$ cat src/design/assert_macros.svh
// Assertion macros for the design files.
// No dependencies; included by files that carry concurrent checks.
`ifndef ASSERT_MACROS_SVH
`define ASSERT_MACROS_SVH

// Implication check on the rising clock edge, off while reset is low.
`define ASSERT_CLK(label, clk, rst_n, prop) \
    label: assert property (@(posedge clk) disable iff (!(rst_n)) (prop)) \
        else $error("assertion failed");

// Same check, with a caller-supplied message.
`define ASSERT_CLK_MSG(label, clk, rst_n, prop, msg) \
    label: assert property (@(posedge clk) disable iff (!(rst_n)) (prop)) \
        else $error(msg);

`endif

$ cat src/design/yuyv_pkg.sv
// Package for the YUYV to RGB888 converter: coefficients, widths and types.
// No dependencies; imported by every design module.
package yuyv_pkg;

    localparam int unsigned LANES      = 2;
    localparam int unsigned PIX_W      = 8;
    localparam int unsigned COEF_W     = 17;
    localparam int unsigned FRAC_W     = 16;
    localparam int unsigned MAG_W      = 8;
    localparam int unsigned PROD_W     = MAG_W + COEF_W;
    localparam int unsigned QUOT_W     = PROD_W - FRAC_W;
    localparam int unsigned TERM_W     = QUOT_W + 1;
    localparam int unsigned SUM_W      = TERM_W + 1;

    // Unsigned Q1.16, ceiling of coefficient * 65536
    localparam logic [COEF_W-1:0] COEF_RV = 17'd91882;
    localparam logic [COEF_W-1:0] COEF_GU = 17'd22545;
    localparam logic [COEF_W-1:0] COEF_GV = 17'd46793;
    localparam logic [COEF_W-1:0] COEF_BU = 17'd116130;

    localparam logic [PIX_W-1:0] CHROMA_BIAS = 8'd128;
    localparam logic [PIX_W-1:0] PIX_MAX     = 8'd255;

    typedef logic signed [TERM_W-1:0] t_term;

    typedef struct packed {
        t_term rv;
        t_term gu;
        t_term gv;
        t_term bu;
    } t_chroma_terms;

    typedef struct packed {
        logic [PIX_W-1:0] red;
        logic [PIX_W-1:0] green;
        logic [PIX_W-1:0] blue;
    } t_rgb;

endpackage

$ cat src/design/yuyv_chroma.sv
// Chroma product stage: four truncated, signed chroma terms, registered.
// Depends on yuyv_pkg.
module yuyv_chroma
    import yuyv_pkg::*;
(
    input  logic                i_clk,
    input  logic                i_en,
    input  logic [PIX_W-1:0]    i_chroma_blue,
    input  logic [PIX_W-1:0]    i_chroma_red,
    output t_chroma_terms       o_terms
);

    t_chroma_terms r_terms;
    t_chroma_terms n_terms;

    // Magnitude times coefficient, truncated, then the chroma sign restored
    function automatic t_term chroma_term(input logic [PIX_W-1:0] c,
                                          input logic [COEF_W-1:0] coef);
        logic              neg;
        logic [MAG_W-1:0]  mag;
        logic [PROD_W-1:0] prod;
        logic [TERM_W-1:0] q;
        neg  = (c < CHROMA_BIAS);
        mag  = neg ? (CHROMA_BIAS - c) : (c - CHROMA_BIAS);
        prod = PROD_W'(mag) * PROD_W'(coef);
        q    = {1'b0, prod[PROD_W-1:FRAC_W]};
        return neg ? t_term'(-q) : t_term'(q);
    endfunction

    always_comb begin
        n_terms.rv = chroma_term(i_chroma_red,  COEF_RV);
        n_terms.gu = chroma_term(i_chroma_blue, COEF_GU);
        n_terms.gv = chroma_term(i_chroma_red,  COEF_GV);
        n_terms.bu = chroma_term(i_chroma_blue, COEF_BU);
    end

    always_ff @(posedge i_clk) begin
        if (i_en) begin
            r_terms <= n_terms;
        end
    end

    assign o_terms = r_terms;

endmodule

$ cat src/design/yuyv_lane.sv
// One pixel lane: adds or subtracts the chroma terms with a luma byte and clamps to 0..255.
// Depends on yuyv_pkg.
module yuyv_lane
    import yuyv_pkg::*;
(
    input  logic [PIX_W-1:0] i_luma,
    input  t_chroma_terms    i_terms,
    output t_rgb             o_pixel
);

    typedef logic signed [SUM_W-1:0] t_sum;

    function automatic logic [PIX_W-1:0] clamp_pix(input t_sum x);
        if (x < 0) begin
            return '0;
        end else if (x > t_sum'({1'b0, PIX_MAX})) begin
            return PIX_MAX;
        end else begin
            return x[PIX_W-1:0];
        end
    endfunction

    t_sum luma_s;
    t_sum sum_r;
    t_sum sum_g;
    t_sum sum_b;

    always_comb begin
        luma_s = t_sum'({1'b0, i_luma});
        sum_r  = luma_s + t_sum'(i_terms.rv);
        sum_g  = luma_s - t_sum'(i_terms.gu) - t_sum'(i_terms.gv);
        sum_b  = luma_s + t_sum'(i_terms.bu);
        o_pixel.red   = clamp_pix(sum_r);
        o_pixel.green = clamp_pix(sum_g);
        o_pixel.blue  = clamp_pix(sum_b);
    end

endmodule

$ cat src/design/yuyv_to_rgb888_converter_core.sv
// YUYV macropixel to two RGB888 pixels, BT.601 full range.
// Pipeline: the chroma multiply stage registers the accepted input, then
// lane add/clamp feeds the output register.
// Throughput: one item per cycle while m_axis_tready holds; the two-stage elastic
// pipeline moves whenever the next stage is empty or draining.
// Reset (i_rst_n low, synchronous) clears both stage valid flags.
// Depends on yuyv_pkg, yuyv_chroma, yuyv_lane and assert_macros.svh.
`include "assert_macros.svh"

module yuyv_to_rgb888_converter_core
    import yuyv_pkg::*;
(
    input  logic        i_clk,
    input  logic        i_rst_n,

    input  logic        s_axis_tvalid,
    output logic        s_axis_tready,
    // luma_first[7:0], chroma_blue[15:8], luma_second[23:16], chroma_red[31:24]
    input  logic [31:0] s_axis_tdata,
    // last_pair
    input  logic        s_axis_tlast,

    output logic        m_axis_tvalid,
    input  logic        m_axis_tready,
    // red_first[7:0], green_first[15:8], blue_first[23:16],
    // red_second[31:24], green_second[39:32], blue_second[47:40]
    output logic [47:0] m_axis_tdata,
    // frame_end
    output logic        m_axis_tlast
);

    logic               r_v1;
    logic [PIX_W-1:0]   r_luma [LANES];
    logic               r_last1;
    t_chroma_terms      terms;

    logic               r_v2;
    t_rgb               r_pix [LANES];
    logic               r_last2;

    t_rgb               lane_pix [LANES];
    logic [PIX_W-1:0]   in_luma [LANES];

    logic               s2_ready;
    logic               s1_ready;
    logic               s_fire;
    logic               adv2;

    assign s2_ready = !r_v2 || m_axis_tready;
    assign s1_ready = !r_v1 || s2_ready;
    assign s_fire   = s_axis_tvalid && s1_ready;
    assign adv2     = r_v1 && s2_ready;

    assign in_luma[0] = s_axis_tdata[7:0];
    assign in_luma[1] = s_axis_tdata[23:16];

    yuyv_chroma u_chroma (
        .i_clk         (i_clk),
        .i_en          (s_fire),
        .i_chroma_blue (s_axis_tdata[15:8]),
        .i_chroma_red  (s_axis_tdata[31:24]),
        .o_terms       (terms)
    );

    for (genvar g = 0; g < LANES; g++) begin : g_lane
        yuyv_lane u_lane (
            .i_luma  (r_luma[g]),
            .i_terms (terms),
            .o_pixel (lane_pix[g])
        );

        always_ff @(posedge i_clk) begin
            if (s_fire) begin
                r_luma[g] <= in_luma[g];
            end
            if (adv2) begin
                r_pix[g] <= lane_pix[g];
            end
        end
    end

    always_ff @(posedge i_clk) begin
        if (!i_rst_n) begin
            r_v1 <= 1'b0;
            r_v2 <= 1'b0;
        end else begin
            if (s1_ready) begin
                r_v1 <= s_axis_tvalid;
            end
            if (s2_ready) begin
                r_v2 <= r_v1;
            end
        end
    end

    always_ff @(posedge i_clk) begin
        if (s_fire) begin
            r_last1 <= s_axis_tlast;
        end
        if (adv2) begin
            r_last2 <= r_last1;
        end
    end

    // Merge: pixel pair packed red, green, blue per pixel, first pixel low
    assign s_axis_tready = s1_ready;
    assign m_axis_tvalid = r_v2;
    assign m_axis_tdata  = {r_pix[1].blue, r_pix[1].green, r_pix[1].red,
                            r_pix[0].blue, r_pix[0].green, r_pix[0].red};
    assign m_axis_tlast  = r_last2;

    // Input stalls only when both stages are full and the output is blocked
    `ASSERT_CLK(a_stall_full, i_clk, i_rst_n,
        !s_axis_tready |-> (r_v1 && r_v2 && !m_axis_tready))
    // A held item moves on into an empty output register
    `ASSERT_CLK(a_stage_moves, i_clk, i_rst_n,
        (r_v1 && !r_v2) |=> r_v2)
    // Neutral chroma gives zero terms
    `ASSERT_CLK_MSG(a_neutral_chroma, i_clk, i_rst_n,
        (s_fire && s_axis_tdata[15:8] == CHROMA_BIAS &&
         s_axis_tdata[31:24] == CHROMA_BIAS) |=>
        (terms.rv == 0 && terms.gu == 0 && terms.gv == 0 && terms.bu == 0),
        "neutral chroma produced a nonzero term")

endmodule
$ cat config.mk
export PLATFORM = sky130hd
export DESIGN_NAME = yuyv_to_rgb888_converter_core
export DESIGN_NICKNAME = d
export VERILOG_FILES = /design/src/design/yuyv_pkg.sv /design/src/design/yuyv_chroma.sv /design/src/design/yuyv_lane.sv /design/src/design/yuyv_to_rgb888_converter_core.sv
export VERILOG_INCLUDE_DIRS = /design/src /design/src/design
export SDC_FILE = /design/constraint.sdc
export NUM_CORES = 1
export LEC_CHECK = 0
export BUFFER_PORTS_ARGS = -buffer_cell sky130_fd_sc_hd__buf_2
export CORE_MARGIN = 2
export CORE_UTILIZATION = 50
export CTS_CLUSTER_SIZE = 24
export DETAILED_ROUTE_END_ITERATION = 12
export PLACE_DENSITY_LB_ADDON = 0.2
export SYNTH_ARGS = -nofsm -noshare
export SYNTH_HDL_FRONTEND = slang
export SYNTH_HIERARCHICAL = 1
export SYNTH_SLANG_ARGS = --single-unit
$ cat constraint.sdc
create_clock -name i_clk -period 21.5 [get_ports i_clk]
set_clock_uncertainty 0.2 [all_clocks]
set_input_delay 4.3 -clock i_clk [delete_from_list [all_inputs] [get_ports i_clk]]
set_output_delay 4.3 -clock i_clk [all_outputs]
set_load 0.01 [all_outputs]
Yosys cells after proc, flatten, opt, wreduce, memory -nomap -nowiden

Memory sizes are Yosys's and may differ from the RTL's.
Cells that the tools add are included.

Flip-flop bits (word level): 44
Bits in latches: 0
RAM bits: 64
ROM bits: 0
Input bits: 37
Logic and storage cells: 76
Memories kept: 2

Add/subtract/negate cells: 16
Multipliers: 4
Divide/modulo/power cells: 0
Magnitude comparators: 14
Eq/ne operators: 0
Shift operators: 0
Multiplexer cells: 22
Bitwise operators: 0
Reductions and logical operators: 6

Memory list:

| name   | words | width | read ports | clocked after Yosys merged registers in | write ports | line                                | text |
|---|---|---|---|---|---|---|---|
| r_pix  | 2     | 24    | 2          | 0                                       | 2           | yuyv_to_rgb888_converter_core.sv:38 | `t_rgb r_pix [LANES];` |
| r_luma | 2     | 8     | 2          | 0                                       | 2           | yuyv_to_rgb888_converter_core.sv:33 | `logic [PIX_W-1:0] r_luma [LANES];` |

Operators with widths:

| kind                  | number |
|---|---|
| $mux 8                | 15 |
| $mul 8x16->24 const B | 3 |
| $gt 11x9->1 const B   | 6 |
| $lt 11x1->1 const B   | 6 |
| $add 9x10->11         | 4 |
| $mul 8x15->23 const B | 1 |
| $sub 11x10->11        | 2 |
| $sub 9x10->11         | 2 |
| $neg 9->10            | 2 |
| $mux 9                | 2 |
| $lt 8x8->1 const B    | 2 |
| $sub 8x8->8 const A   | 2 |
| $sub 8x8->8 const B   | 2 |
| $neg 7->10            | 1 |
| $neg 8->10            | 1 |
| $mux 7                | 1 |
| $mux 1                | 4 |
| $logic_and 1x1->1     | 2 |
| $logic_not 1->1       | 2 |
| $logic_or 1x1->1      | 2 |

Logic depth before layout (Yosys ltp)

Gate-level depths: netlist (run 1).

Depth after elaboration: 6
Depth in mapped cells: 24

Cells and area by module

The synthesis (run 1) kept the hierarchy.

By module, submodules not included:

| module                        | instances | cells each | area an instance (um^2) |
|---|---|---|---|
| yuyv_chroma                   | 1         | 945        | 8,833.5 |
| yuyv_to_rgb888_converter_core | 1         | 75         | 2,085.8 |
| yuyv_lane (g_lane[1].u_lane)  | 1         | 256        | 1,933.1 |
| yuyv_lane (g_lane[0].u_lane)  | 1         | 223        | 1,690.4 |

Worst setup path after synthesis (run 1)

OpenSTA, ideal clock, no wires.

Path kind: input to register
Start: input port s_axis_tdata[24]
End: register u_chroma.r_terms, in the netlist u_chroma/o_terms[38] (data pin)
Data arrival time: 9,764 ps
Data required time: 21,040 ps
Slack: 11,276 ps
Stages: 24
Path through: inv_1 ha_1 a31oi_1 xor2_1 inv_1 fa_1 inv_1 fa_1 inv_1 fa_1 fa_1 inv_1 ha_1 a21oi_1 nand3_1 o2111a_1 or3_1 buf_2 a21oi_1 xor2_1 ha_1 a31oi_1 a31oi_1 xnor2_1

RTL lines:

| item                 | line                                | text |
|---|---|---|
| start, declared      | yuyv_to_rgb888_converter_core.sv:19 | `input logic [31:0] s_axis_tdata,` |
| end signal, assigned | yuyv_chroma.sv:39                   | `r_terms <= n_terms;` |
| end, declared        | yuyv_chroma.sv:13                   | `t_chroma_terms r_terms;` |

==> flow_summary.ini, run 1 <==
[drt]
dr.pass1.iters = 5
via_per_inst = 5.606
vias = 11010
wl_per_cell_microns = 15.46
totalWireLength_microns = 30350
drc = 0
drt-initial-drc-count = 640
antenna_left = 0

[cts]
clk_path_buf_depth = 2
cts_root_buffer = clkbuf_16
htreeDepth = 3
clock-sinks = 108
clk_latency_ns = 0.36
cts_buffers = 9
post_cts_buffers = 0
ctsHoldBuffers = 0
cts.clk_slew.worst_paths_ns = 0.08
ctsResizeCount = 0
cts_tree = done

[sta]
slew_violations = 0
tightest_slew_ns = 0.9301
period_needed_ns = 10.90
timing.setup.tns_ns = 0
hold_violations = 0
slew_headroom = 0.3800
fmaxAchievable_mhz = 91.77
rsz0062_at_grt = no
setup_viol = 0
post-route-period-util = 0.5068

[synth]
synth_top_area_frac = 0.2189
yosys.area.top_type = edfxtp_1
synth_xor_area_frac = 0.05954
seq_area_frac_synth = 0.2216
synth-compound-area-share = 0.1874
avgSynthCellArea_sq_um = 9.702
synthAdderAreaFrac = 0.3555
ys.warnings.count = 6
synth_ff_type = edfxtp_1
synth_edf_count = 106
muxShareOfSynthArea = 0.008604
synth_async_sr_flop_share = 0
synth_top_family_by_area = adder cells
ys_ff_latch = 108
synthSimpleGateAreaFrac = 0.09301
synthCells = 1499
netlist_area_sq_um = 14540
synth_cell_types = 93
yosys-top-cells-area = edfxtp_1 (22%), ha_1 (21%), fa_1 (15%)
syn-num-nets = 1885

[critical_path]
start_kind = input pin
slowest_delay_ns = 0.72
slowest_stage = xor2_1
cp_cell_sequence = buf_2, inv_1, ha_1, a31oi_1, xor2_1, inv_1, fa_1, fa_1, fa_1, inv_1, fa_1, inv_1, ha_1, a211oi_1, nand2_1, and3_1, or3_1, a21oi_1, xor2_1, ha_1, a31oi_1, a31oi_1, xnor2_1
crit_type = input pin to register
crit_fanout = 12
crit_family = adder cells
cp.arrival_ns = 10.81
cp_data_required_time_ns = 21.41
end_kind = register
path_buf_inv = 5

[global_route]
grt_pass1_vias = 10650
grt_pass1_wl_microns = 51230
antenna_found_initial = 0
overflow = 0
grtUsageTotal = 0.2050
grt_max_degree = 58

[floorplan]
io_pins = 88
die-area_sq_um = 30470
start_util = 0.5067
fp.dieH_microns = 174.5
core_sq_um = 28700
rows = 62
die_w_microns = 174.5

[final_layout]
final_common_cell = inv_1
syn_to_final_growth_pct = 7.812
fillers = 2595
drive_gt1_frac = 0.09880
multi_input_area_sq_um = 10260
fin_area_sq_um = 15680
finalNetCount = 1960
layout.area.seq_sq_um = 3223
final_cell_mix = inv_1 (256), ha_1 (242), a21oi_1 (112), fa_1 (107), edfxtp_1 (106)
antenna_cells = 0

[placed_design]
place.gp.congestion = 0.9015
placement.cell_area_sq_um = 15390
hpwl_microns = 25180
portBuffers = 87

[pwr]
p_per_area_nw_per_um2 = 162.7
p_leak_nw = 7.483
ir_drop_mv = 0.06871

[job]
drv_cap = 0

[status]
outcome = finished, final reports clean

[worst_hold_path]
hold_path_class = register to register
[worst register-to-register path: cells and delay by family (launching register included)]
family / cells / cell delay [ns]
buffers and inverters: 2 / 0.15
adder cells (fa/ha/maj): 2 / 0.90
AND/OR/NAND/NOR: 2 / 0.36
flip-flops: 1 / 0.53
AO/OA/AOI/OAI: 4 / 1.26
[stage by stage]
stage	std cells	utilization	total power, mW	hold slack [ns]	setup WS (ns)
6_report	1963	0.5463	2.551	0.2306	10.60
5_1_grt	1963	0.5463	2.850	0.2441	10.13
4_1_cts	1963	0.5463	2.558	0.2270	10.60
3_5_place_dp	1947	0.5364	2.382	0.2208	10.23
3_3_place_gp	1947	0.5364	2.347	0.2051	10.42
2_1_floorplan	1499	-	1.974	0.2003	11.28
[path summary, 6_finish.rpt]
kind                         start                    to  slack [ns]  cells after the start
setup / recovery  s_axis_tdata[24]  u_chroma/o_terms[38]       10.60                     23
hold / removal             r_last1          m_axis_tlast        0.23                      0
setup reg to reg     r_luma[0][13]          r_pix[0][32]       17.96                     10
hold reg to reg            r_last1          m_axis_tlast        0.23                      0
[synth_stat cells, drive strengths merged, types with 10 or more instances]
master and number:
a211oi 21, a21o 27, a21oi 114, a31oi 21, and3 12, buf 10, clkbuf 18, edfxtp 106
fa 107, ha 242, inv 256, nand2 45, nand3 30, nand4 12, nor2 66, nor2b 12
nor3 22, o211ai 16, o21a 30, o21ai 64, o21bai 18, xnor2 43, xor2 55
[state kept, by name, indices dropped and copies added, names as in the netlist]
name,count
u_chroma/o_terms,40
m_axis_tvalid,1
r_last1,1
r_pix,48
r_v1,1
r_luma,16
m_axis_tlast,1
[kinds of logic (layout without fill, tap and decap cells)]
logic type / after synthesis / in the layout
muxes: 12 / 12
xor gates and xnor gates: 98 / 98
adders and majority gates: 349 / 349
buffers and inverters: 284 / 364
DFF: 108 / 108
AOI/OAI and AO/OA: 396 / 396
and+or+nand+nor: 252 / 252
[final cells by class]
| class | instances | share of cell area |
|---|---|---|
| well taps | 384 | 0.03064 |
| clock buffers | 9 | 0.01436 |
| inverters | 256 | 0.06129 |
| repair buffers | 92 | 0.03017 |
| flip-flops and latches | 108 | 0.2056 |
| multi-input cells | 1107 | 0.6542 |
| clock inverters | 7 | 0.003751 |
[report_power, final]
group	internal (mW)	leakage (nW)	switching, mW
Sequential	0.358	1.04	0.0440
Clock	0.0806	0.139	0.0780
Combinational	0.838	6.31	1.15
Total	1.28	7.48	1.28
[per-layer routing]
metal,track usage,share of wire
met1,0.2815,0.47
met2,0.3479,0.48
met3,0.02297,0.038
met4,0.04931,0.015
met5,0,0
Note: power is estimated with default switching activity, not from simulation.
==> inputs of run 2 (changes only) <==
==> constraint.sdc (replaced) <==
create_clock -name i_clk -period 11.25 [get_ports i_clk]
set_clock_uncertainty 0.2 [all_clocks]
set_input_delay 2.25 -clock i_clk [delete_from_list [all_inputs] [get_ports i_clk]]
set_output_delay 2.25 -clock i_clk [all_outputs]
set_load 0.01 [all_outputs]
==> run 2 against run 1 <==
Net effect:
- power grew 92%
- global-route usage grew 0.23 points
- register-to-register slack lost 10 ns
- clock-buffer cell count is the same
- via count shrank 0.73%
- utilization is the same
- largest power group unchanged
- combinational power grew 92%
- non-clock buffer count is the same
- sequential share of layout area is the same
==> flow_summary.ini, run 2 (synthesis gave the netlist of run 1 again) <==
[status]
outcome = finished, final reports clean

[pwr]
p_leak_nw = 7.483
ir_drop_mv = 0.1422
totalPowerFinal_mw = 4.892
p_per_area_nw_per_um2 = 312.0

[critical_path]
startpoint = s_axis_tdata[24]
crit-reg2reg-launch = r_luma[0][13]
slowest_stage = xor2_1
reg2reg_to = r_pix[0][32]
timing.reg2reg.setup_slack_ns = 7.74
slowest_delay_ns = 0.72
reg2regPathDepth = 10
path_buf_inv = 4
start_kind = input pin
worstSetupPathDepth = 21
cp_data_required_time_ns = 11.14
cp_cell_sequence = buf_2, inv_1, ha_1, a31oi_1, xor2_1, ha_1, fa_1, inv_1, fa_1, fa_1, inv_1, ha_1, nand3_1, a211oi_1, nand2_1, or3_4, o311ai_4, nor4b_4, a31o_1, o2111ai_1, xor2_1
crit_type = input pin to register
crit_fanout = 12
crit_family = adder cells
cp.arrival_ns = 8.74
end_kind = register

[global_route]
antenna_found_initial = 0
grt_pass1_wl_microns = 51830
grt_max_degree = 58
overflow = 0
grtUsageTotal = 0.2073
grt_pass1_vias = 10640

[cts]
cts.clk_slew.worst_paths_ns = 0.08
cts_buffers = 9
clk_latency_ns = 0.36
clock-sinks = 108
post_cts_buffers = 0
cts_tree = done
cts_root_buffer = clkbuf_16
htreeDepth = 3
ctsHoldBuffers = 0
ctsResizeCount = 0
clk_path_buf_depth = 2

[final_layout]
top_register = r_pix
fillers = 2615
final_cell_mix = inv_1 (256), ha_1 (242), a21oi_1 (112), fa_1 (107), edfxtp_1 (106)
post-route-util = 0.5463
largest_reg_flops = 48
antenna_cells = 0
multi_input_area_sq_um = 10260
fin_cells = 1963
final_common_cell = inv_1
finalNetCount = 1960
syn_to_final_growth_pct = 7.812
drive_gt1_frac = 0.09880
layout.area.seq_sq_um = 3223

[sta]
fmaxAchievable_mhz = 113.0
tightest_slew_ns = 0.9524
hold_violations = 0
setup_viol = 0
slew_headroom = 0.3651
post-route-period-util = 0.7864
slew_violations = 0
rsz0062_at_grt = no
timing.setup.tns_ns = 0
period_needed_ns = 8.847
whs_ns = 0.2254

[floorplan]
core_sq_um = 28700
rows = 62
start_util = 0.5067
die-area_sq_um = 30470
io_pins = 88
die_w_microns = 174.5
fp.dieH_microns = 174.5

[worst_hold_path]
hold_start = r_last1
hold_path_class = register to register
holdPathEnd = m_axis_tlast
min_path_cells = 0

[drt]
wl_per_cell_microns = 15.47
totalWireLength_microns = 30360
dr.pass1.iters = 5
vias = 10930
drc = 0
antenna_left = 0
via_per_inst = 5.565
drt-initial-drc-count = 652

[job]
drv_cap = 0

[placed_design]
place.gp.congestion = 0.9017
dp.cells = 1947
hpwl_microns = 25140
portBuffers = 87
run 2: changes by cell type in the layout (fill, tap and decap cells not counted):
cell / delta
clkinv_4: +1
inv_6: -1
run 2: report_power, final:
part / internal, mW / switching, mW
registers: 0.683 / 0.0862
logic: 1.60 / 2.22
clock network: 0.154 / 0.148
total: 2.44 / 2.45
run 2: through the flow:
stage | setup WS [ns] | cell area (sq um)
6_report | 2.403 | 15680
5_1_grt | 1.897 | 15680
4_1_cts | 2.434 | 15680
3_5_place_dp | 2.060 | 15390
3_3_place_gp | 2.220 | 15390
2_1_floorplan | 3.076 | 14540
run 2: worst max path at each step:
stage                                       to  slack (ns)
after CTS                 u_chroma/o_terms[38]        2.43
final                     u_chroma/o_terms[17]        2.40
after global placement    u_chroma/o_terms[38]        2.22
after detailed placement  u_chroma/o_terms[38]        2.06
after floorplan           u_chroma/o_terms[38]        3.08
after global routing      u_chroma/o_terms[38]        1.90
run 2: layout make-up:
cell class / count / area share
inverter: 256 / 0.06129
timing repair buffer: 92 / 0.03017
sequential: 108 / 0.2056
clock inverter: 7 / 0.003751
tap: 384 / 0.03064
clock buffer: 9 / 0.01436
multi-input combinational: 1107 / 0.6542
run 2: layer usage:
metal / vias to the layer above / track usage / wire length (microns)
li1: 5469 / - / -
met1: 5201 / 0.2887 / 14480
met2: 229 / 0.3517 / 14440
met3: 26 / 0.02056 / 1054
met4: 0 / 0.04444 / 386
met5: - / 0 / 0
